### src/rtl/core/hse_pkg.sv
// Shared types, constants and the code-length function for the Hamming
// section encoder. No dependencies.
package hse_pkg;

  localparam int MaxSectionBytes = 32;
  localparam int ByteW           = 8;
  localparam int LenW            = 6;
  localparam int PosW            = 9;

  typedef logic [ByteW-1:0] byte_t;
  typedef logic [LenW-1:0]  len_t;
  typedef logic [PosW-1:0]  pos_t;

  // Control from the sequencer to the shared position cursor.
  typedef struct packed {
    logic init_fold;
    logic init_emit;
    logic step;
    logic emit_mode;
  } cur_ctl_t;

  // Code word length K + m for a section of len bytes (1..32), where m is
  // the smallest parity count with 2^m >= m + K + 1.
  function automatic pos_t code_total(input len_t len);
    pos_t k;
    pos_t m;
    k = {len, 3'b000};
    if (k <= pos_t'(11)) begin
      m = pos_t'(4);
    end else if (k <= pos_t'(26)) begin
      m = pos_t'(5);
    end else if (k <= pos_t'(57)) begin
      m = pos_t'(6);
    end else if (k <= pos_t'(120)) begin
      m = pos_t'(7);
    end else if (k <= pos_t'(247)) begin
      m = pos_t'(8);
    end else begin
      m = pos_t'(9);
    end
    return k + m;
  endfunction

endpackage

### src/rtl/core/hse_if.sv
// Valid/ready channel interfaces for the Hamming section encoder.
// Depends on hse_pkg for the payload types.
interface hse_in_if import hse_pkg::*; ();
  logic  valid;
  logic  ready;
  byte_t data_byte;

  modport source (output valid, output data_byte, input ready);
  modport sink (input valid, input data_byte, output ready);
endinterface

interface hse_out_if import hse_pkg::*; ();
  logic  valid;
  logic  ready;
  byte_t code_byte;
  logic  last_byte;

  modport source (output valid, output code_byte, output last_byte, input ready);
  modport sink (input valid, input code_byte, input last_byte, output ready);
endinterface

interface hse_cfg_if import hse_pkg::*; ();
  logic valid;
  logic ready;
  len_t section_len;

  modport source (output valid, output section_len, input ready);
  modport sink (input valid, input section_len, output ready);
endinterface

### src/rtl/core/hse_ram.sv
// Generic single-write, single-read RAM with registered read data.
// No dependencies.
module hse_ram #(
  parameter int WIDTH = 8,
  parameter int DEPTH = 32
) (
  input  logic                                  clk_i,
  input  logic                                  we_i,
  input  logic [((DEPTH > 1) ? $clog2(DEPTH) : 1)-1:0] waddr_i,
  input  logic [WIDTH-1:0]                      wdata_i,
  input  logic                                  re_i,
  input  logic [((DEPTH > 1) ? $clog2(DEPTH) : 1)-1:0] raddr_i,
  output logic [WIDTH-1:0]                      rdata_o
);

  logic [WIDTH-1:0] mem_q [DEPTH];
  logic [WIDTH-1:0] rdata_q;

  always_ff @(posedge clk_i) begin
    if (we_i) begin
      mem_q[waddr_i] <= wdata_i;
    end
    if (re_i) begin
      rdata_q <= mem_q[raddr_i];
    end
  end

  assign rdata_o = rdata_q;

endmodule

### src/rtl/core/hse_cursor.sv
// Shared code-position cursor: walks the data positions (skipping parity
// slots) while folding, and every position while emitting. Uses hse_pkg.
module hse_cursor import hse_pkg::*; (
  input  logic     clk_i,
  input  logic     rst_ni,
  input  cur_ctl_t ctl_i,
  output pos_t     pos_o,
  output logic     is_pow_o
);

  pos_t              pos_q, pos_d;
  logic [PosW:0]     np_q, np_d;
  pos_t              pos_inc;
  logic              is_pow;

  assign pos_inc = pos_q + pos_t'(1);
  assign is_pow  = ({1'b0, pos_q} == np_q);

  always_comb begin
    pos_d = pos_q;
    np_d  = np_q;
    if (ctl_i.init_fold) begin
      // Positions 1 and 2 hold parity; the first data bit sits at 3.
      pos_d = pos_t'(3);
      np_d  = (PosW+1)'(4);
    end else if (ctl_i.init_emit) begin
      pos_d = pos_t'(1);
      np_d  = (PosW+1)'(1);
    end else if (ctl_i.step) begin
      if (ctl_i.emit_mode) begin
        pos_d = pos_inc;
        if (is_pow) begin
          np_d = {np_q[PosW-1:0], 1'b0};
        end
      end else if ({1'b0, pos_inc} == np_q) begin
        // Powers of two beyond 2 are never adjacent, so one skip suffices.
        pos_d = pos_q + pos_t'(2);
        np_d  = {np_q[PosW-1:0], 1'b0};
      end else begin
        pos_d = pos_inc;
      end
    end
  end

  always_ff @(posedge clk_i or negedge rst_ni) begin
    if (!rst_ni) begin
      pos_q <= pos_t'(3);
      np_q  <= (PosW+1)'(4);
    end else begin
      pos_q <= pos_d;
      np_q  <= np_d;
    end
  end

  assign pos_o    = pos_q;
  assign is_pow_o = is_pow;

endmodule

### src/rtl/core/hamming_section_encoder_unit.sv
// Top level of the Hamming section encoder: sequencer, section store and
// output register. Uses hse_pkg, hse_if, hse_ram and hse_cursor.
//
//   channel  dir  payload                 transfer when
//   cfg_i    in   section_len [5:0]       valid && ready (ready always high)
//   in_i     in   data_byte [7:0]         valid && ready (ready low while cfg_i.valid)
//   out_o    out  code_byte [7:0], last   valid && ready
//
// Each data byte is stored in S_IDLE, then its eight bits are folded into
// the parity through the shared position cursor, one bit per cycle.
// After the last byte of a section the code word is built one position per
// cycle while the output is not stalled (K + m positions plus padding), with
// S_FETCH and S_LOAD per data byte to read it back from the store; in_i is not
// ready until the last code byte sits in the output register. Reset leaves section_len at 1.
// A stalled output holds the sequencer only when a new byte is complete.
module hamming_section_encoder_unit import hse_pkg::*; #(
  parameter int MAX_SECTION_BYTES = MaxSectionBytes
) (
  input  logic   clk_i,
  input  logic   rst_ni,
  hse_cfg_if.sink cfg_i,
  hse_in_if.sink  in_i,
  hse_out_if.source out_o
);

  localparam int   AddrW  = (MAX_SECTION_BYTES > 1) ? $clog2(MAX_SECTION_BYTES) : 1;
  localparam len_t MaxLen = len_t'(MAX_SECTION_BYTES);

  typedef enum logic [4:0] {
    S_IDLE  = 5'b00001,
    S_FOLD  = 5'b00010,
    S_FETCH = 5'b00100,
    S_LOAD  = 5'b01000,
    S_EMIT  = 5'b10000
  } state_e;

  state_e      state_q, state_d;
  len_t        len_q, len_d;
  len_t        rcv_q, rcv_d;
  logic [8:0]  par_q, par_d;
  byte_t       sh_q, sh_d;
  logic [2:0]  bcnt_q, bcnt_d;
  logic [3:0]  j_q, j_d;
  pos_t        d_q, d_d;
  logic        dvalid_q, dvalid_d;
  byte_t       ob_q, ob_d;
  logic [2:0]  obc_q, obc_d;
  pos_t        total_q, total_d;
  logic        out_valid_q, out_valid_d;
  byte_t       code_q, code_d;
  logic        last_q, last_d;

  len_t        eff_len;
  len_t        rcv_inc;
  cur_ctl_t    cur_ctl;
  pos_t        pos;
  logic        is_pow;
  logic        past_end;
  logic        bit_val;
  logic        ram_we;
  logic        ram_re;
  byte_t       ram_rdata;
  logic        in_xfer;
  logic        cfg_xfer;

  assign eff_len  = (len_q == '0) ? len_t'(1) : ((len_q > MaxLen) ? MaxLen : len_q);
  assign rcv_inc  = rcv_q + len_t'(1);
  assign past_end = (pos > total_q);
  assign in_xfer  = in_i.valid && in_i.ready;
  assign cfg_xfer = cfg_i.valid && cfg_i.ready;
  assign ram_we   = in_xfer;
  assign ram_re   = (state_q == S_FETCH);

  hse_ram #(
    .WIDTH (ByteW),
    .DEPTH (MAX_SECTION_BYTES)
  ) u_store (
    .clk_i   (clk_i),
    .we_i    (ram_we),
    .waddr_i (rcv_q[AddrW-1:0]),
    .wdata_i (in_i.data_byte),
    .re_i    (ram_re),
    .raddr_i (d_q[AddrW+2:3]),
    .rdata_o (ram_rdata)
  );

  hse_cursor u_cursor (
    .clk_i    (clk_i),
    .rst_ni   (rst_ni),
    .ctl_i    (cur_ctl),
    .pos_o    (pos),
    .is_pow_o (is_pow)
  );

  always_comb begin
    state_d     = state_q;
    len_d       = len_q;
    rcv_d       = rcv_q;
    par_d       = par_q;
    sh_d        = sh_q;
    bcnt_d      = bcnt_q;
    j_d         = j_q;
    d_d         = d_q;
    dvalid_d    = dvalid_q;
    ob_d        = ob_q;
    obc_d       = obc_q;
    total_d     = total_q;
    out_valid_d = out_valid_q && !out_o.ready;
    code_d      = code_q;
    last_d      = last_q;
    cur_ctl     = '0;
    cur_ctl.emit_mode = (state_q == S_EMIT);
    bit_val     = 1'b0;

    case (state_q)
      S_IDLE: begin
        if (in_xfer) begin
          sh_d    = in_i.data_byte;
          bcnt_d  = '0;
          state_d = S_FOLD;
        end
      end
      S_FOLD: begin
        if (sh_q[7]) begin
          par_d = par_q ^ pos;
        end
        sh_d         = {sh_q[6:0], 1'b0};
        bcnt_d       = bcnt_q + 3'd1;
        cur_ctl.step = 1'b1;
        if (bcnt_q == 3'd7) begin
          if (rcv_inc >= eff_len) begin
            rcv_d            = '0;
            total_d          = code_total(eff_len);
            cur_ctl.init_emit = 1'b1;
            j_d              = '0;
            d_d              = '0;
            dvalid_d         = 1'b0;
            obc_d            = '0;
            state_d          = S_EMIT;
          end else begin
            rcv_d   = rcv_inc;
            state_d = S_IDLE;
          end
        end
      end
      S_FETCH: begin
        state_d = S_LOAD;
      end
      S_LOAD: begin
        sh_d     = ram_rdata;
        dvalid_d = 1'b1;
        state_d  = S_EMIT;
      end
      S_EMIT: begin
        if (!past_end && !is_pow && !dvalid_q) begin
          state_d = S_FETCH;
        end else if (!(obc_q == 3'd7 && out_valid_q && !out_o.ready)) begin
          if (past_end) begin
            bit_val = 1'b0;
          end else if (is_pow) begin
            bit_val = par_q[j_q];
            j_d     = j_q + 4'd1;
          end else begin
            bit_val = sh_q[7];
            sh_d    = {sh_q[6:0], 1'b0};
            d_d     = d_q + pos_t'(1);
            if (d_q[2:0] == 3'd7) begin
              dvalid_d = 1'b0;
            end
          end
          cur_ctl.step = 1'b1;
          ob_d         = {ob_q[6:0], bit_val};
          obc_d        = obc_q + 3'd1;
          if (obc_q == 3'd7) begin
            out_valid_d = 1'b1;
            code_d      = {ob_q[6:0], bit_val};
            last_d      = (pos >= total_q);
            if (pos >= total_q) begin
              par_d             = '0;
              cur_ctl.init_fold = 1'b1;
              state_d           = S_IDLE;
            end
          end
        end
      end
      default: begin
        state_d = S_IDLE;
      end
    endcase

    // A length write abandons any partial section.
    if (cfg_xfer) begin
      len_d             = cfg_i.section_len;
      rcv_d             = '0;
      par_d             = '0;
      cur_ctl.init_fold = 1'b1;
      state_d           = S_IDLE;
    end
  end

  always_ff @(posedge clk_i or negedge rst_ni) begin
    if (!rst_ni) begin
      state_q     <= S_IDLE;
      len_q       <= len_t'(1);
      rcv_q       <= '0;
      par_q       <= '0;
      bcnt_q      <= '0;
      j_q         <= '0;
      d_q         <= '0;
      dvalid_q    <= 1'b0;
      obc_q       <= '0;
      total_q     <= '0;
      out_valid_q <= 1'b0;
    end else begin
      state_q     <= state_d;
      len_q       <= len_d;
      rcv_q       <= rcv_d;
      par_q       <= par_d;
      bcnt_q      <= bcnt_d;
      j_q         <= j_d;
      d_q         <= d_d;
      dvalid_q    <= dvalid_d;
      obc_q       <= obc_d;
      total_q     <= total_d;
      out_valid_q <= out_valid_d;
    end
  end

  always_ff @(posedge clk_i) begin
    sh_q   <= sh_d;
    ob_q   <= ob_d;
    code_q <= code_d;
    last_q <= last_d;
  end

  // A pending length write takes the cycle, so no data byte lands in it.
  assign cfg_i.ready     = 1'b1;
  assign in_i.ready      = (state_q == S_IDLE) && !cfg_i.valid;
  assign out_o.valid     = out_valid_q;
  assign out_o.code_byte = code_q;
  assign out_o.last_byte = last_q;

endmodule

### src/flat_wrapper.sv
// flat-port wrapper written by rule: the top's interface ports become plain ports
module hamming_section_encoder_unit_flat import hse_pkg::*;
#(
  parameter int MAX_SECTION_BYTES = MaxSectionBytes
)
  (clk_i, rst_ni, cfg_i_valid, cfg_i_section_len, cfg_i_ready, in_i_valid, in_i_data_byte, in_i_ready, out_o_valid, out_o_code_byte, out_o_last_byte, out_o_ready);
  hse_cfg_if cfg_i_i ();
  hse_in_if in_i_i ();
  hse_out_if out_o_i ();
  input  logic clk_i;
  input  logic rst_ni;
  input wire logic [$bits(cfg_i_i.valid)-1:0] cfg_i_valid;
  input wire logic [$bits(cfg_i_i.section_len)-1:0] cfg_i_section_len;
  output wire logic [$bits(cfg_i_i.ready)-1:0] cfg_i_ready;
  input wire logic [$bits(in_i_i.valid)-1:0] in_i_valid;
  input wire logic [$bits(in_i_i.data_byte)-1:0] in_i_data_byte;
  output wire logic [$bits(in_i_i.ready)-1:0] in_i_ready;
  output wire logic [$bits(out_o_i.valid)-1:0] out_o_valid;
  output wire logic [$bits(out_o_i.code_byte)-1:0] out_o_code_byte;
  output wire logic [$bits(out_o_i.last_byte)-1:0] out_o_last_byte;
  input wire logic [$bits(out_o_i.ready)-1:0] out_o_ready;
  assign cfg_i_i.valid = cfg_i_valid;
  assign cfg_i_i.section_len = cfg_i_section_len;
  assign cfg_i_ready = cfg_i_i.ready;
  assign in_i_i.valid = in_i_valid;
  assign in_i_i.data_byte = in_i_data_byte;
  assign in_i_ready = in_i_i.ready;
  assign out_o_valid = out_o_i.valid;
  assign out_o_code_byte = out_o_i.code_byte;
  assign out_o_last_byte = out_o_i.last_byte;
  assign out_o_i.ready = out_o_ready;
  hamming_section_encoder_unit #(.MAX_SECTION_BYTES(MAX_SECTION_BYTES)) u_core (.clk_i(clk_i), .rst_ni(rst_ni), .cfg_i(cfg_i_i), .in_i(in_i_i), .out_o(out_o_i));
endmodule
### config.mk
export PLATFORM = sky130hd
export DESIGN_NAME = hamming_section_encoder_unit_flat
export DESIGN_NICKNAME = d
export VERILOG_FILES = /design/src/rtl/core/hse_pkg.sv /design/src/rtl/core/hse_if.sv /design/src/rtl/core/hse_ram.sv /design/src/rtl/core/hse_cursor.sv /design/src/rtl/core/hamming_section_encoder_unit.sv /design/src/flat_wrapper.sv
export SDC_FILE = /design/constraint.sdc
export NUM_CORES = 1
export LEC_CHECK = 0
export ABC_AREA = 1
export BUFFER_PORTS_ARGS = -buffer_cell sky130_fd_sc_hd__buf_4
export CAP_MARGIN = 40
export CORE_MARGIN = 1.5
export CORE_UTILIZATION = 25
export DETAILED_ROUTE_END_ITERATION = 8
export PLACE_DENSITY = 0.43
export SLEW_MARGIN = 20
export SYNTH_ARGS = -nofsm -noshare
export SYNTH_HDL_FRONTEND = slang
export SYNTH_SLANG_ARGS = --single-unit
### constraint.sdc
create_clock -name clk_i -period 2.77 [get_ports clk_i]
set_input_delay 0.1385 -clock clk_i [delete_from_list [all_inputs] [get_ports clk_i]]
set_output_delay 0.1385 -clock clk_i [all_outputs]
set_load 0.005 [all_outputs]
---- Word-level counts from Yosys, hierarchy flattened ----
Memory sizes are Yosys's and may differ from the RTL's. A register that Yosys moved wholly into a read port is not among the register bits.
Index checks and enable logic that the tools add are counted.
storage, ports and cells
  output and inout port bits .............. 12
  flip-flop bits (word level) ............. 99
  bits in read-only memories .............. 0
  latch bits .............................. 0
  memories kept ........................... 1
  memory bits (writable) .................. 256
  input port bits ......................... 19
memories
  name                  words  bits a word  rd ports  clocked after Yosys merged registers in  write ports  line           source
  u_core.u_store.mem_q  32     8            1         1                                        1            hse_ram.sv:16  logic [WIDTH-1:0] mem_q [DEPTH];
cells by class
  div/mod/pow operators ................... 0
  bitwise operators ....................... 3
  magnitude comparators ................... 10
  muxes and demuxes ....................... 98
  $mul .................................... 0
  equal/unequal tests ..................... 30
  add/sub/neg operators ................... 8
  shifts and indexed selects .............. 0
  reduce and logical (&&, ||, !) cells .... 35
operator list
  kind                                                           count
  9-bit two-way mux                                              24
  10-bit two-way mux                                             6
  5-bit two-way mux                                              8
  8-bit two-way mux                                              5
  6-bit two-way mux                                              6
  9-bit case mux with 2 select lines                             2
  8-bit case mux with 4 select lines                             1
  1-bit two-way mux                                              28
  5-bit case mux with 5 select lines                             1
  4-bit two-way mux                                              6
  9-bit by 10-bit equality test with 1-bit output                2
  9-bit by 1-bit adder with 9-bit output, second input constant  2
  3-bit two-way mux                                              5
  7-bit AND reduction                                            2
  2-bit inequality test, second input constant                   6
  3-bit inequality test, second input constant                   4
  4-bit inequality test, second input constant                   3
  3-bit case mux with 2 select lines                             2
  6-bit AND reduction                                            2
  5-bit AND reduction                                            2
  9-bit by 2-bit adder with 9-bit output, second input constant  1
  9-bit adder                                                    1
  3-bit equality test, second input constant                     3
  9-bit greater-or-equal comparator                              1
  36 further kinds                                               61

---- Logic depth before layout (Yosys ltp) ----
Gate-level depths: netlist of the first run.
  depth after elaboration ................. 13
  depth in mapped cells ................... 18
  gate-level depth less buffers ........... 17

---- Cells and area by module ----
From an unflattened synthesis of the first run, not the netlist that was laid out.
unflattened totals
  cells, all modules ...................... 1708
  area total of the unflattened synthesis .. 17030.1 sq um
by module, submodules not included
  module                        cells an instance  instances  seq. area each (sq um)  area each (sq um)
  hse_ram                       922                1          7927.6                  10866.7
  hamming_section_encoder_unit  529                1          2099.5                  4546.9
  hse_cursor                    257                1          479.2                   1616.6

---- Least setup slack after synthesis of the first run ----
OpenSTA, ideal clock, no wires.
  kind .................................... register to register
  from .................................... reg u_core.u_cursor.pos_q[0] (netlist: u_core.u_cursor.pos_o[0])
  to ...................................... reg u_core.sh_q[0] (enable)
  library setup time ...................... 0.375 ns
  cell stages (with the launch flop) ...... 12
  required time ........................... 2.395 ns
  clock period less this slack ............ 2.516 ns
  setup slack ............................. 0.254 ns
  arrival ................................. 2.141 ns
  cell sequence ........................... dfstp_2 > buf_2 > inv_2 > ha_1 > inv_1 > nor2_1 > nand3_1 > nand2_1 > nand2_1 > o21ai_2 > nand2_2 > a21oi_1
between the ends
  cells in the longest elaborated chain, start to end .. 6
  elaborated cells between the ends (all ways) .. 10
ends and longest elaborated chain
  item                                                                                   line                                                  source
  start, declared                                                                        hse_cursor.sv:11                                      pos_t pos_q, pos_d;
  start signal, assigned                                                                 hse_cursor.sv:47                                      pos_q <= pos_t'(3);
  start signal, assigned                                                                 hse_cursor.sv:50                                      pos_q <= pos_d;
  9-bit > comparator or 9-bit by 10-bit equality test with 1-bit output (tied branches)  hamming_section_encoder_unit.sv:68, hse_cursor.sv:17
  1-bit zero test                                                                        hamming_section_encoder_unit.sv:155                   if (!past_end && !is_pow && !dvalid_q) begin
  1-bit logical AND (2 in a row)                                                         hamming_section_encoder_unit.sv:155
  2-bit inequality test (no line)                                                        -
  6-bit AND reduction (no line) (*)                                                      -
  end signal, assigned                                                                   hamming_section_encoder_unit.sv:230                   sh_q <= sh_d;
  end, declared                                                                          hamming_section_encoder_unit.sv:41                    byte_t sh_q, sh_d;
Every way passes the cells marked *; elsewhere a longest branch is shown, timed or not.
A chain may end at the register's enable or synchronous reset.

---- Worst setup path in the final report of the first run ----
  from .................................... reg u_core.u_cursor.pos_q[1] (netlist: u_core.u_cursor.pos_o[1])
  to ...................................... reg u_core.u_cursor.np_q[6]
between the ends
  cells in the longest elaborated chain, start to end .. 9
  elaborated cells between the ends (all ways) .. 22
ends and longest elaborated chain
  item                                                                                      line                                                                      source
  9-bit greater-or-equal comparator, or another cell as far along                           hamming_section_encoder_unit.sv:178                                       if (pos >= total_q) begin
  1-bit two-way mux or 1-bit zero test (tied branches)                                      hamming_section_encoder_unit.sv:178, hamming_section_encoder_unit.sv:155
  1-bit two-way mux or 1-bit logical AND (tied branches)                                    hamming_section_encoder_unit.sv:174, hamming_section_encoder_unit.sv:155
  1-bit two-way mux or 1-bit logical AND (tied branches)                                    hamming_section_encoder_unit.sv:157, hamming_section_encoder_unit.sv:155
  1-bit two-way mux                                                                         hamming_section_encoder_unit.sv:155
  1-bit two-way mux                                                                         hamming_section_encoder_unit.sv:115                                       case (state_q)
  1-bit two-way mux                                                                         hamming_section_encoder_unit.sv:192                                       if (cfg_xfer) begin
  4-bit by 2-bit inequality test with 1-bit output (no line), or another cell as far along  -
  3-bit AND reduction (no line)                                                             -
  end signal, assigned                                                                      hse_cursor.sv:48                                                          np_q <= (PosW+1)'(4);
  end signal, assigned                                                                      hse_cursor.sv:51                                                          np_q <= np_d;
  end, declared                                                                             hse_cursor.sv:12                                                          logic [PosW:0] np_q, np_d;
Several ways; a longest one is shown, not always the timed one.

==> results by group, run 1 <==
STA
  • Final clock period utilization by the worst path: between 90% and 100%
  • Setup TNS Final: 0 ns
  • Final setup viols: 0
  • Slew headroom: about 55%
  • Fin. Hold Viols: 0
  • Max Clock Skew: roughly 0.026 ns
  • Least-Margin Pin Slew: slightly below 0.7 ns
  • Max Clock Freq: around 0.39 GHz
  • Max Slew Vio Count: 0
  • Fin crit period: approximately 2.5 ns

Die
  • Initial core utilization: around 25%
  • # IOs: 31
  • Die area: about 67000 um^2
  • Row count: 93
  • Die height: about 260 um
  • Core Region: ~64000 um^2
  • Die width: 258 um

Synth
  • Post-synth top area cell: edfxtp_1
  • Mapped Cells: between 1500 and 2000
  • Seq/Total Area, Yosys: 64.5%
  • Top post-synthesis cells by count: edfxtp_1 (288), nand2_1 (228), nor2_1 (219), o21ai_0 (179), inv_1 (118)
  • Post-synth EDFFs: roughly 290
  • Top cell type's share of synthesized area: a little over half
  • Synth Cell Area: roughly 16000 um^2
  • Ranking of synthesized cells by area: edfxtp_1 (53%), dfrtp_1 (11%), o21ai_0 (5.5%), nand2_1 (5.3%), nor2_1 (5.0%)
  • Average size of a mapped cell: between 10 and 15 um^2
  • Synth cell types: 49
  • Async SR Flop Fraction: about a fifth
  • Most frequent cell after synthesis: edfxtp_1
  • Synthesis-stage register bit count: approximately 360
  • Most common flop cell mapped by yosys: edfxtp_1
  • Warnings, synthesis: 0
  • Synthesized net count: roughly 1600

CTS
  • H-tree depth: 2
  • CTS tree: yes
  • TritonCTS buffer count: 43
  • Clock Sinks: between 300 and 400
  • Clock tree buffer depth: 3
  • Worst skew pair latency: roughly 0.6 ns
  • CTS clk-pin slew, worst paths: approximately 0.060 ns
  • CTS Root Cell: clkbuf_16

Finish
  • Syn-to-layout area delta: 21.0%
  • Antenna diodes: 0
  • Net count, final: roughly 1700
  • Share of layout cells above drive strength 1: around 15%
  • Design area: between 15000 and 20000 um^2
  • Non-filler instance count after layout: between 2000 and 3000
  • Fill cell count: 6643

Power
  • Maximum vdd drop: slightly above 500 uV
  • Static Leakage: between 7 and 8 nW
  • Cell Pwr Density: between 800 and 900 nW/um^2

Critical path
  • Reg2Reg Setup Slack: approximately 0.23 ns
  • Critical Path AT: ~3 ns
  • WP data required: between 3 and 4 ns
  • CP max-delay cell: dfstp_2
  • Critical path class: reg -> reg
  • Crit Path Max Fanout: 12
  • Crit start category: register
  • Slowest stage delay, CP: between 0.6 and 0.7 ns
  • CP Cell Sequence: ha_1, nand3_1, nand3_1, nand2_1, nor2_1, nand3_1, nor2_4, nand3_4, nand2_2, nand2_4, nor2_8, nand2_1, nand2_1
  • Crit. End Element: register

Placed design
  • Inst Count DP: roughly 2400
  • Post-DP HPWL: approximately 29 mm
  • Buffers on Ports: 29
  • Dpl cell area: 17900 um^2
  • Gpl congestion: ~0.80

Job
  • Max cap viols: 0

Global route
  • Initial antenna violation count: 0
  • Number of global-route vias before repair: approximately 11000
  • Largest net degree at the start of global routing: ~70
  • GRT Resource Usage Total: 13.5%
  • GR Overflow Total: 0
  • First-pass GRT wire length: between 60 and 70 mm

Routing
  • Drt initial violations: 844
  • Final ANT Viol Nets: 0
  • Total number of vias: roughly 11000
  • WL final: between 40 and 50 mm
  • Avg WL per Cell: approximately 18 um
  • Via/cell ratio: roughly 4.5
  • DR DRC count: 0
  • DRT Pass-1 Iters: 5

Outcome
  • Status: complete, no violations

Hold path
  • Hold WC Path Type: in -> reg
cells in the final DEF, fill, tap and decap left out, types with 3 or more instances in the layout:
master	count
nor3_2	3
clkbuf_16	44
dfrtp_1	67
nor2_1	216
a31oi_1	4
nand4_1	20
xor2_1	18
o221ai_1	25
dfstp_2	5
edfxtp_1	288
bufinv_16	4
a21oi_1	17
nand3_2	15
o211ai_1	10
buf_12	4
clkinv_1	9
o21ai_0	178
o22ai_1	54
nand3_1	56
a22oi_1	6
nand2_1	227
buf_4	109
nand3_4	3
inv_2	9
nand2_2	6
clkbuf_8	4
inv_1	115
nor2_2	5
clkbuf_1	10
dlygate4sd3_1	29
clkinv_2	5
xnor2_1	9
ha_1	30
o21ai_1	8
nor2_4	5
o21ai_2	6
nor3_1	5
nand2_4	3
per-layer routing:
layer / track usage (%) / vias to the layer above / share of wire [%] / wire length, um
li1: - / 5534 / - / -
met1: 18.1 / 5555 / 47 / 20900
met2: 22.0 / 207 / 46 / 20600
met3: 2.20 / 74 / 4.2 / 1870
met4: 4.73 / 0 / 3.0 / 1320
met5: 0 / - / 0 / 0
timing repair:
item,in CTS,in global routing
endpoints found under the hold margin,156,0
pin swaps,1,2
setup endpoints to repair,2,46
hold buffers,29,0
gates resized for setup,0,18
buffers inserted,0,2
path summary, 6_finish.rpt:
kind / start / to / cells after the start
min in group asynchronous: rst_ni / u_core.u_cursor.np_q[9] / 2
min reg2reg: u_core.ob_q[6] / u_core.out_o.code_byte[7] / 0
max: u_core.u_cursor.pos_o[1] / u_core.u_cursor.np_q[6] / 13
max reg2reg: u_core.u_cursor.pos_o[1] / u_core.u_cursor.np_q[6] / 13
min: in_i_data_byte[6] / u_core.u_store.mem_q[28][6] / 1
max in group asynchronous: rst_ni / u_core.len_q[0] / 3
per-stage QoR:
stage | hold WS, ns | setup WS [ns] | utilization (%) | power, mW
after detailed placement | 0.222 | 0.0228 | 27.8 | 11.9
after global routing | 0.0218 | -0.0216 | 30.6 | 18.5
after CTS | 0.00662 | 0.0179 | 30.5 | 17.7
after global placement | 0.215 | 0.113 | 27.8 | 11.9
after floorplan | -0.157 | 0.254 | - | 9.83
final | 0.0274 | 0.233 | 30.6 | 17.5
state kept, by name, summed over array words and instances, names as in the netlist, 5 cells and up:
signal                  cells
u_core.u_store.mem_q      256
u_core.u_cursor.np_q       10
u_core.par_q                9
u_core.total_q              9
u_core.u_cursor.pos_o       9
u_core.d_q                  8
u_core.out_o.code_byte      8
u_core.sh_q                 8
u_core.u_store.rdata_o      8
u_core.ob_q                 7
u_core.len_q                6
u_core.rcv_q                6
u_core.state_q              5
kinds of logic (layout without fill, tap and decap cells):
group	Yosys count	count (layout)	share of synthesized area, %
other cells	1	1	0.0230
simple gates	570	570	15.4
xor+xnor	27	27	1.45
compound gates	320	320	11.4
buf+inv	202	348	4.97
fa+ha+maj	30	30	2.30
flops	362	362	64.5
worst max-delay path: cells and delay by family (launching register included):
kind	cells	cell delay (ns)
adder cells (fa/ha/maj)	1	0.26
AND/OR/NAND/NOR	12	1.58
flip-flops	1	0.64
power breakdown:
group | total, mW | internal (mW) | leakage [nW] | switching (mW)
Clock | 5.71 | 3.40 | 0.688 | 2.30
Sequential | 6.39 | 6.15 | 3.59 | 0.245
Combinational | 5.42 | 1.68 | 3.07 | 3.74
area by class of cell:
| class | count | area, um^2 | area share [%] |
|---|---|---|---|
| flip-flops and latches | 362 | 10500 | 53.3 |
| multi-input cells | 948 | 5040 | 25.5 |
| repair buffers | 143 | 1200 | 6.09 |
| clock buffers | 58 | 1190 | 6.05 |
| well taps | 855 | 1070 | 5.43 |
| inverters | 130 | 495 | 2.51 |
| clock inverters | 17 | 211 | 1.07 |
No activity file was read; power rests on OpenSTA's default activity.
==> run 2: changes to the inputs <==
--- a/config.mk
+++ b/config.mk
@@ -10,9 +10,10 @@
 export CAP_MARGIN = 40
 export CORE_MARGIN = 1.5
 export CORE_UTILIZATION = 25
+export CTS_CLUSTER_DIAMETER = 120
 export DETAILED_ROUTE_END_ITERATION = 8
+export MAX_ROUTING_LAYER = met4
 export PLACE_DENSITY = 0.43
-export SLEW_MARGIN = 20
 export SYNTH_ARGS = -nofsm -noshare
 export SYNTH_HDL_FRONTEND = slang
 export SYNTH_SLANG_ARGS = --single-unit
==> run 2 against run 1 <==
Against the previous run:
- sequential power hardly changed
- critical path depth is 5 higher
- non-clock buffer count is 1 higher
- highest routed layer unchanged
==> results by group, run 2 (same netlist as run 1, synthesis figures left out) <==
Outcome
  • Status: complete, no violations

CTS
  • Clock tree buffer depth: 3 (unchanged)
  • TritonCTS buffer count: 44 (+2.3%)
  • H-tree depth: 2 (unchanged)
  • Clock Sinks: 362 (unchanged)
  • CTS tree: yes
  • CTS Root Cell: clkbuf_16
  • CTS clk-pin slew, worst paths: 0.06 ns (about the same)
  • Worst skew pair latency: 0.60 ns (about the same)

Global route
  • First-pass GRT wire length: 68.9 mm (+0.10%)
  • Initial antenna violation count: 0 (unchanged)
  • Number of global-route vias before repair: 11300 (+0.19%)
  • GRT Resource Usage Total: 13.9% (+0.41 points)
  • GR Overflow Total: 0 (unchanged)
  • Largest net degree at the start of global routing: 68 (unchanged)

Critical path
  • RR Startpoint: u_core.len_q[4]
  • Crit. End Element: register
  • Reg2Reg Setup Slack: 0.23 ns (about the same)
  • Crit Path Max Fanout: 13 (+1)
  • Critical Path AT: 3.02 ns (-0.03 ns)
  • CP max-delay cell: dfrtp_1
  • Critical path depth in cells: 18 (+5)
  • Critical path class: reg -> reg
  • Crit start category: register
  • Reg2reg end: u_core.d_q[3]
  • R2R cell count: 18 (+5)
  • CP most frequent cell: nand2_1
  • CP Cell Sequence: nor3_2, nand3_1, nand2_1, inv_2, nor2_2, inv_1, ha_4, nand4_1, a21oi_2, nor3_2, nand2_1, o21ai_2, inv_2, nand2_2, nor2_4, buf_12, nand2_1, o21ai_1
  • Worst path top cell family by delay: simple AND/OR/NAND/NOR gates
  • Worst path bufs/invs: 4 (+4)
  • Slowest stage delay, CP: 0.42 ns (-0.22 ns)
  • WP data required: 3.26 ns (-0.02 ns)

Finish
  • Largest registers: u_core.u_store.mem_q: 256 flops, u_core.u_cursor.np_q: 10 flops
  • Multi-input logic area: 5060 um^2 (+0.42%)
  • Most frequent cells in the layout: edfxtp_1 (288), nand2_1 (226), nor2_1 (215), o21ai_0 (178), inv_1 (113)
  • Fill cell count: 6643 (unchanged)
  • Commonest non-fill, non-tap cell in the layout: edfxtp_1
  • Reg area: 10500 um^2 (unchanged)
  • Design area: 19800 um^2 (+0.34%)
  • Share of layout cells above drive strength 1: 15.2% (+0.46 points)
  • Net count, final: 1679 (+0.12%)
  • Antenna diodes: 0 (unchanged)
  • Max FFs per register: 256 (unchanged)
  • Biggest register: u_core.u_store.mem_q
  • Syn-to-layout area delta: 21.4%

Placed design
  • Gpl congestion: 0.815 (+1.4%)
  • Buffers on Ports: 29 (unchanged)
  • Post-DP HPWL: 28.6 mm (unchanged)
  • Dpl cell area: 17900 um^2 (unchanged)

Routing
  • Post-Route M1 WL: 21.1 mm (+1.1%)
  • Total number of vias: 11400 (+0.31%)
  • WL met2: 20.6 mm (+0.12%)
  • WL final: 44.5 mm (-0.22%)
  • Drt initial violations: 774 (-8.3%)
  • Via/cell ratio: 4.53 (+0.19%)
  • Avg WL per Cell: 17.7 um (-0.33%)
  • DR top layer: met4
  • DR DRC count: 0 (unchanged)
  • DRT Pass-1 Iters: 4 (-1)
  • Met3 WL post-DR: 1.57 mm (-16%)
  • Final ANT Viol Nets: 0 (unchanged)

STA
  • Max Clock Skew: 0.0472 ns (+0.0207 ns)
  • Minimum hold slack: 0.106 ns (+0.0784 ns)
  • Max Clock Freq: 0.394 GHz (-0.10%)
  • Least-Margin Pin Slew: 0.692 ns (+0.0151 ns)
  • Final clock period utilization by the worst path: 91.7% (+0.093 points)
  • Fin. Hold Viols: 0 (unchanged)
  • Final setup viols: 0 (unchanged)
  • Max Slew Vio Count: 0 (unchanged)
  • Setup TNS Final: 0 ns (unchanged)
  • Slew headroom: 53.8% (-1.0 points)
  • Fin crit period: 2.54 ns (+0.00259 ns)

Power
  • Static Leakage: 7.36 nW (+0.21%)
  • Power, Total: 17.6 mW (+0.19%)
  • Maximum vdd drop: 487 uV (-3.7%)
  • Cell Pwr Density: 887 nW/um^2 (-0.14%)

Hold path
  • Hold WC Path Type: in -> async

Die
  • Core Region: 64500 um^2 (unchanged)
  • Initial core utilization: 25.3% (unchanged)
  • Row count: 93 (unchanged)
  • # IOs: 31 (unchanged)
  • Die height: 258 um (unchanged)
  • Die width: 258 um (unchanged)
  • Die area: 66700 um^2 (unchanged)

Job
  • Max cap viols: 0 (unchanged)
==> run 2: where the power goes <==
| group | leakage (nW) | total, mW | switching, mW | internal [mW] |
|---|---|---|---|---|
| Combinational | 3.08 | 5.43 | 3.75 | 1.68 |
| Clock | 0.700 | 5.73 | 2.35 | 3.38 |
| Sequential | 3.59 | 6.39 | 0.244 | 6.15 |
==> run 2: how the worst max path moves through the flow <==
stage	start	endpoint	slack, ns
2_1_floorplan	u_core.u_cursor.pos_o[0]	u_core.sh_q[0]	0.25
3_3_place_gp	u_core.len_q[3]	u_core.d_q[1]	0.11
3_5_place_dp	u_core.len_q[3]	u_core.d_q[3]	0.02
6_report	u_core.len_q[4]	u_core.d_q[3]	0.23
5_1_grt	u_core.len_q[4]	u_core.d_q[5]	-0.03
4_1_cts	u_core.len_q[2]	u_core.d_q[3]	0.002
==> run 2: layer usage <==
| metal | vias to the layer above | global-route usage [%] |
|---|---|---|
| met5 | - | - |
| met4 | 0 | 4.78 |
| met3 | 77 | 2.11 |
| met2 | 213 | 22.0 |
| met1 | 5574 | 18.1 |
| li1 | 5541 | - |
==> run 2: stage by stage <==
| stage | std cells | worst slack, ns | util (%) |
|---|---|---|---|
| after floorplan | 1512 | 0.254 | - |
| final | 2516 | 0.230 | 30.7 |
| after CTS | 2514 | 0.00213 | 30.5 |
| after global placement | 2406 | 0.113 | 27.8 |
| after global routing | 2516 | -0.0254 | 30.7 |
| after detailed placement | 2407 | 0.0228 | 27.8 |
==> run 2: repair_timing <==
item	in CTS	in global routing
endpoints found under the hold margin	183	0
setup buffers	0	2
hold buffers	30	0
resized for setup	0	24
gates cloned	0	0
pin swaps	1	5
endpoints found under the setup margin	4	46
==> run 2: layout make-up <==
class                      instances  share of cell area, %
timing repair buffer             144                   6.12
clock inverter                    19                   1.14
sequential                       362                   53.1
inverter                         130                   2.50
clock buffer                      58                   6.14
multi-input combinational        948                   25.6
tap                              855                   5.41
==> run 2: worst register-to-register path: stages (launching register included) <==
cell	delay (ns)
dfrtp_1	0.42
nor3_2	0.20
nand3_1	0.13
nand2_1	0.10
inv_2	0.06
nor2_2	0.10
inv_1	0.10
ha_4	0.28
nand4_1	0.11
a21oi_2	0.16
nor3_2	0.07
nand2_1	0.10
o21ai_2	0.08
inv_2	0.09
nand2_2	0.06
nor2_4	0.12
buf_12	0.14
nand2_1	0.06
o21ai_1	0.07
==> run 3: changes to the inputs <==
--- a/config.mk
+++ b/config.mk
@@ -13,7 +13,7 @@
 export CTS_CLUSTER_DIAMETER = 120
 export DETAILED_ROUTE_END_ITERATION = 8
 export MAX_ROUTING_LAYER = met4
-export PLACE_DENSITY = 0.43
+export PLACE_DENSITY = 0.49
 export SYNTH_ARGS = -nofsm -noshare
 export SYNTH_HDL_FRONTEND = slang
 export SYNTH_SLANG_ARGS = --single-unit
==> run 3 against run 2 <==
Against the previous run:
- register-to-register slack lost 0.02 ns
- clock power is essentially flat
- via count grew 1.1%
- critical path depth shrank 5
- non-clock buffer count shrank 1
- die area is the same
- sequential power is essentially flat
- routed wire length shrank 2.5%
- final cell count is essentially flat
- critical endpoint is now u_core.u_cursor.np_q[9]
- largest power group unchanged
==> results by group, run 3 (same netlist as run 1, synthesis figures left out) <==
Critical path
  • Crit. End Element: register
  • CP Cell Sequence: ha_2, nand3_1, nand3_1, nand2_1, nor2_1, nand3_1, nor2_4, nand3_4, nand2_2, nand2_4, nor2_8, nand2_1, nand2_1
  • Critical path class: reg -> reg
  • Critical Path AT: 3.08 ns (+0.06 ns)
  • Crit start category: register
  • WP data required: 3.30 ns (+0.04 ns)
  • Crit Path Max Fanout: 12 (-1)
  • Slowest stage delay, CP: 0.64 ns (+0.22 ns)
  • Worst path top cell family by delay: simple AND/OR/NAND/NOR gates
  • Worst path bufs/invs: 0 (-4)
  • CP max-delay cell: dfstp_2

Placed design
  • Dpl cell area: 18000 um^2 (+0.21%)
  • Post-place setup slack: -0.0138 ns (-0.0366 ns)
  • Inst Count DP: 2406 (-0.042%)
  • Post-DP HPWL: 27.8 mm (-2.8%)
  • Buffers on Ports: 29 (unchanged)
  • Gpl congestion: 0.846 (+3.8%)

Job
  • Max cap viols: 0 (unchanged)

Power
  • Sw frac: 35.4% (-0.70 points)
  • Int Power: 11.3 mW (+0.78%)
  • Sw Pwr: 6.19 mW (-2.2%)
  • Reg power frac: 36.5% (about the same)
  • Power share of the clock group: 32.7% (about the same)
  • Static Leakage: 7.37 nW (+0.13%)
  • Cell Pwr Density: 883 nW/um^2 (-0.48%)
  • Maximum vdd drop: 444 uV (-8.9%)
  • Power, Total: 17.5 mW (-0.31%)
  • Gate power share: 30.7% (-0.2 points)

STA
  • Setup TNS Final: 0 ns (unchanged)
  • Fin crit period: 2.56 ns (+0.0155 ns)
  • Least-Margin Pin Slew: 0.636 ns (-0.0565 ns)
  • RSZ-0062 raised after global routing: true
  • Max Clock Freq: 0.391 GHz (-0.61%)
  • Max Slew Vio Count: 0 (unchanged)
  • Fin. Hold Viols: 0 (unchanged)
  • Final clock period utilization by the worst path: 92.2% (+0.56 points)
  • Minimum hold slack: 0.0238 ns (-0.0821 ns)
  • Slew headroom: 57.6% (+3.8 points)
  • Max Clock Skew: 0.0385 ns (-0.00869 ns)
  • Setup ws final: 0.215 ns (-0.0155 ns)
  • Final setup viols: 0 (unchanged)

Die
  • Initial core utilization: 25.3% (unchanged)
  • Die width: 258 um (unchanged)
  • # IOs: 31 (unchanged)
  • Core Region: 64500 um^2 (unchanged)
  • Row count: 93 (unchanged)
  • Die height: 258 um (unchanged)
  • Die area: 66700 um^2 (unchanged)

Routing
  • WL final: 43.4 mm (-2.5%)
  • Drt initial violations: 681 (-12%)
  • DRT Pass-1 Iters: 5 (+1)
  • Total number of vias: 11500 (+1.1%)
  • Via/cell ratio: 4.59 (+1.2%)
  • DR top layer: met4
  • Avg WL per Cell: 17.3 um (-2.4%)
  • Met3 WL post-DR: 2.04 mm (+30%)
  • WL met2: 20.0 mm (-3.1%)
  • DR DRC count: 0 (unchanged)
  • Post-Route M1 WL: 20.4 mm (-3.2%)
  • Final ANT Viol Nets: 0 (unchanged)

Finish
  • Reg area: 10500 um^2 (unchanged)
  • Commonest non-fill, non-tap cell in the layout: edfxtp_1
  • Share of layout cells above drive strength 1: 15.3% (+0.079 points)
  • Design area: 19800 um^2 (+0.18%)
  • Net count, final: 1678 (-0.060%)
  • Multi-input logic area: 5080 um^2 (+0.45%)
  • Most frequent cells in the layout: edfxtp_1 (288), nand2_1 (225), nor2_1 (215), o21ai_0 (178), inv_1 (114)
  • Biggest register: u_core.u_store.mem_q
  • Final cell utilization of the core: 30.7% (+0.054 points)
  • Fill cell count: 6623 (-0.30%)
  • Antenna diodes: 0 (unchanged)
  • Syn-to-layout area delta: 21.6%
  • Max FFs per register: 256 (unchanged)
  • Non-filler instance count after layout: 2514 (-0.079%)
  • Largest registers: u_core.u_store.mem_q: 256 flops, u_core.u_cursor.np_q: 10 flops

Hold path
  • Hold WC Path Type: in -> reg

Global route
  • Number of global-route vias before repair: 11300 (-0.32%)
  • Largest net degree at the start of global routing: 71 (+4.4%)
  • GRT Resource Usage Total: 13.5% (-0.39 points)
  • GR Overflow Total: 0 (unchanged)
  • Initial antenna violation count: 0 (unchanged)
  • First-pass GRT wire length: 67.3 mm (-2.3%)

CTS
  • CTS tree: yes
  • CTS Root Cell: clkbuf_16
  • CTS clk-pin slew, worst paths: 0.06 ns (about the same)
  • Clock tree buffer depth: 3 (unchanged)
  • TritonCTS buffer count: 42 (-4.5%)
  • H-tree depth: 2 (unchanged)
  • Clock Sinks: 362 (unchanged)
  • Worst skew pair latency: 0.59 ns (about the same)

Outcome
  • Status: complete, no violations
==> run 3: changes by cell type in the layout (fill, tap and decap cells not counted), moves of 2 or more <==
cell and change:
buf_4 -2, bufinv_16 +3, clkbuf_8 -3, clkbuf_16 -2, clkinv_2 +2
==> run 3: cell type report <==
class	instances	share of cell area (%)
clock buffers	52	5.65
clock inverters	22	1.52
flip-flops and latches	362	53.0
repair inverters	1	0.0253
inverters	130	2.53
repair buffers	143	6.21
well taps	855	5.40
multi-input cells	949	25.6
==> run 3: timing repair <==
action	4_1_cts	5_1_grt
gates cloned	0	2
setup endpoints to repair	4	30
hold buffers	30	0
gates resized for setup	1	27
endpoints found under the hold margin	134	0
pin swaps	0	8
setup buffers	0	2
==> run 3: worst register-to-register path, stage by stage (launching register included) <==
cell and delay, ns:
dfstp_2 0.64, ha_2 0.25, nand3_1 0.18, nand3_1 0.14, nand2_1 0.06, nor2_1 0.08
nand3_1 0.15, nor2_4 0.19, nand3_4 0.19, nand2_2 0.13, nand2_4 0.16, nor2_8 0.18
nand2_1 0.07, nand2_1 0.06
==> run 3: power by group through the flow <==
stage          clock network [mW]  registers, mW  logic, mW
2_1_floorplan                   0           6.35       3.48
4_1_cts                      5.90           6.40       5.37
6_report                     5.73           6.39       5.38
3_5_place_dp                    0           6.50       5.32
5_1_grt                      6.09           6.41       5.99
3_3_place_gp                    0           6.50       5.28
==> run 3: worst paths after layout <==
kind,startpoint,end,slack (ns),cells past startpoint
max,u_core.u_cursor.pos_o[1],u_core.u_cursor.np_q[9],0.21,13
min,in_i_data_byte[0],u_core.u_store.mem_q[30][0],0.02,1
max reg2reg,u_core.u_cursor.pos_o[1],u_core.u_cursor.np_q[9],0.21,13
min reg2reg,u_core.ob_q[6],u_core.out_o.code_byte[7],0.44,0
max in group asynchronous,rst_ni,u_core.u_cursor.pos_o[8],1.38,4
min in group asynchronous,rst_ni,u_core.par_q[5],0.56,3
==> run 3: per-layer routing <==
layer / GRT usage [%] / vias up
met5: - / -
met3: 2.41 / 71
li1: - / 5544
met1: 18.1 / 5667
met4: 3.62 / 0
met2: 20.9 / 246
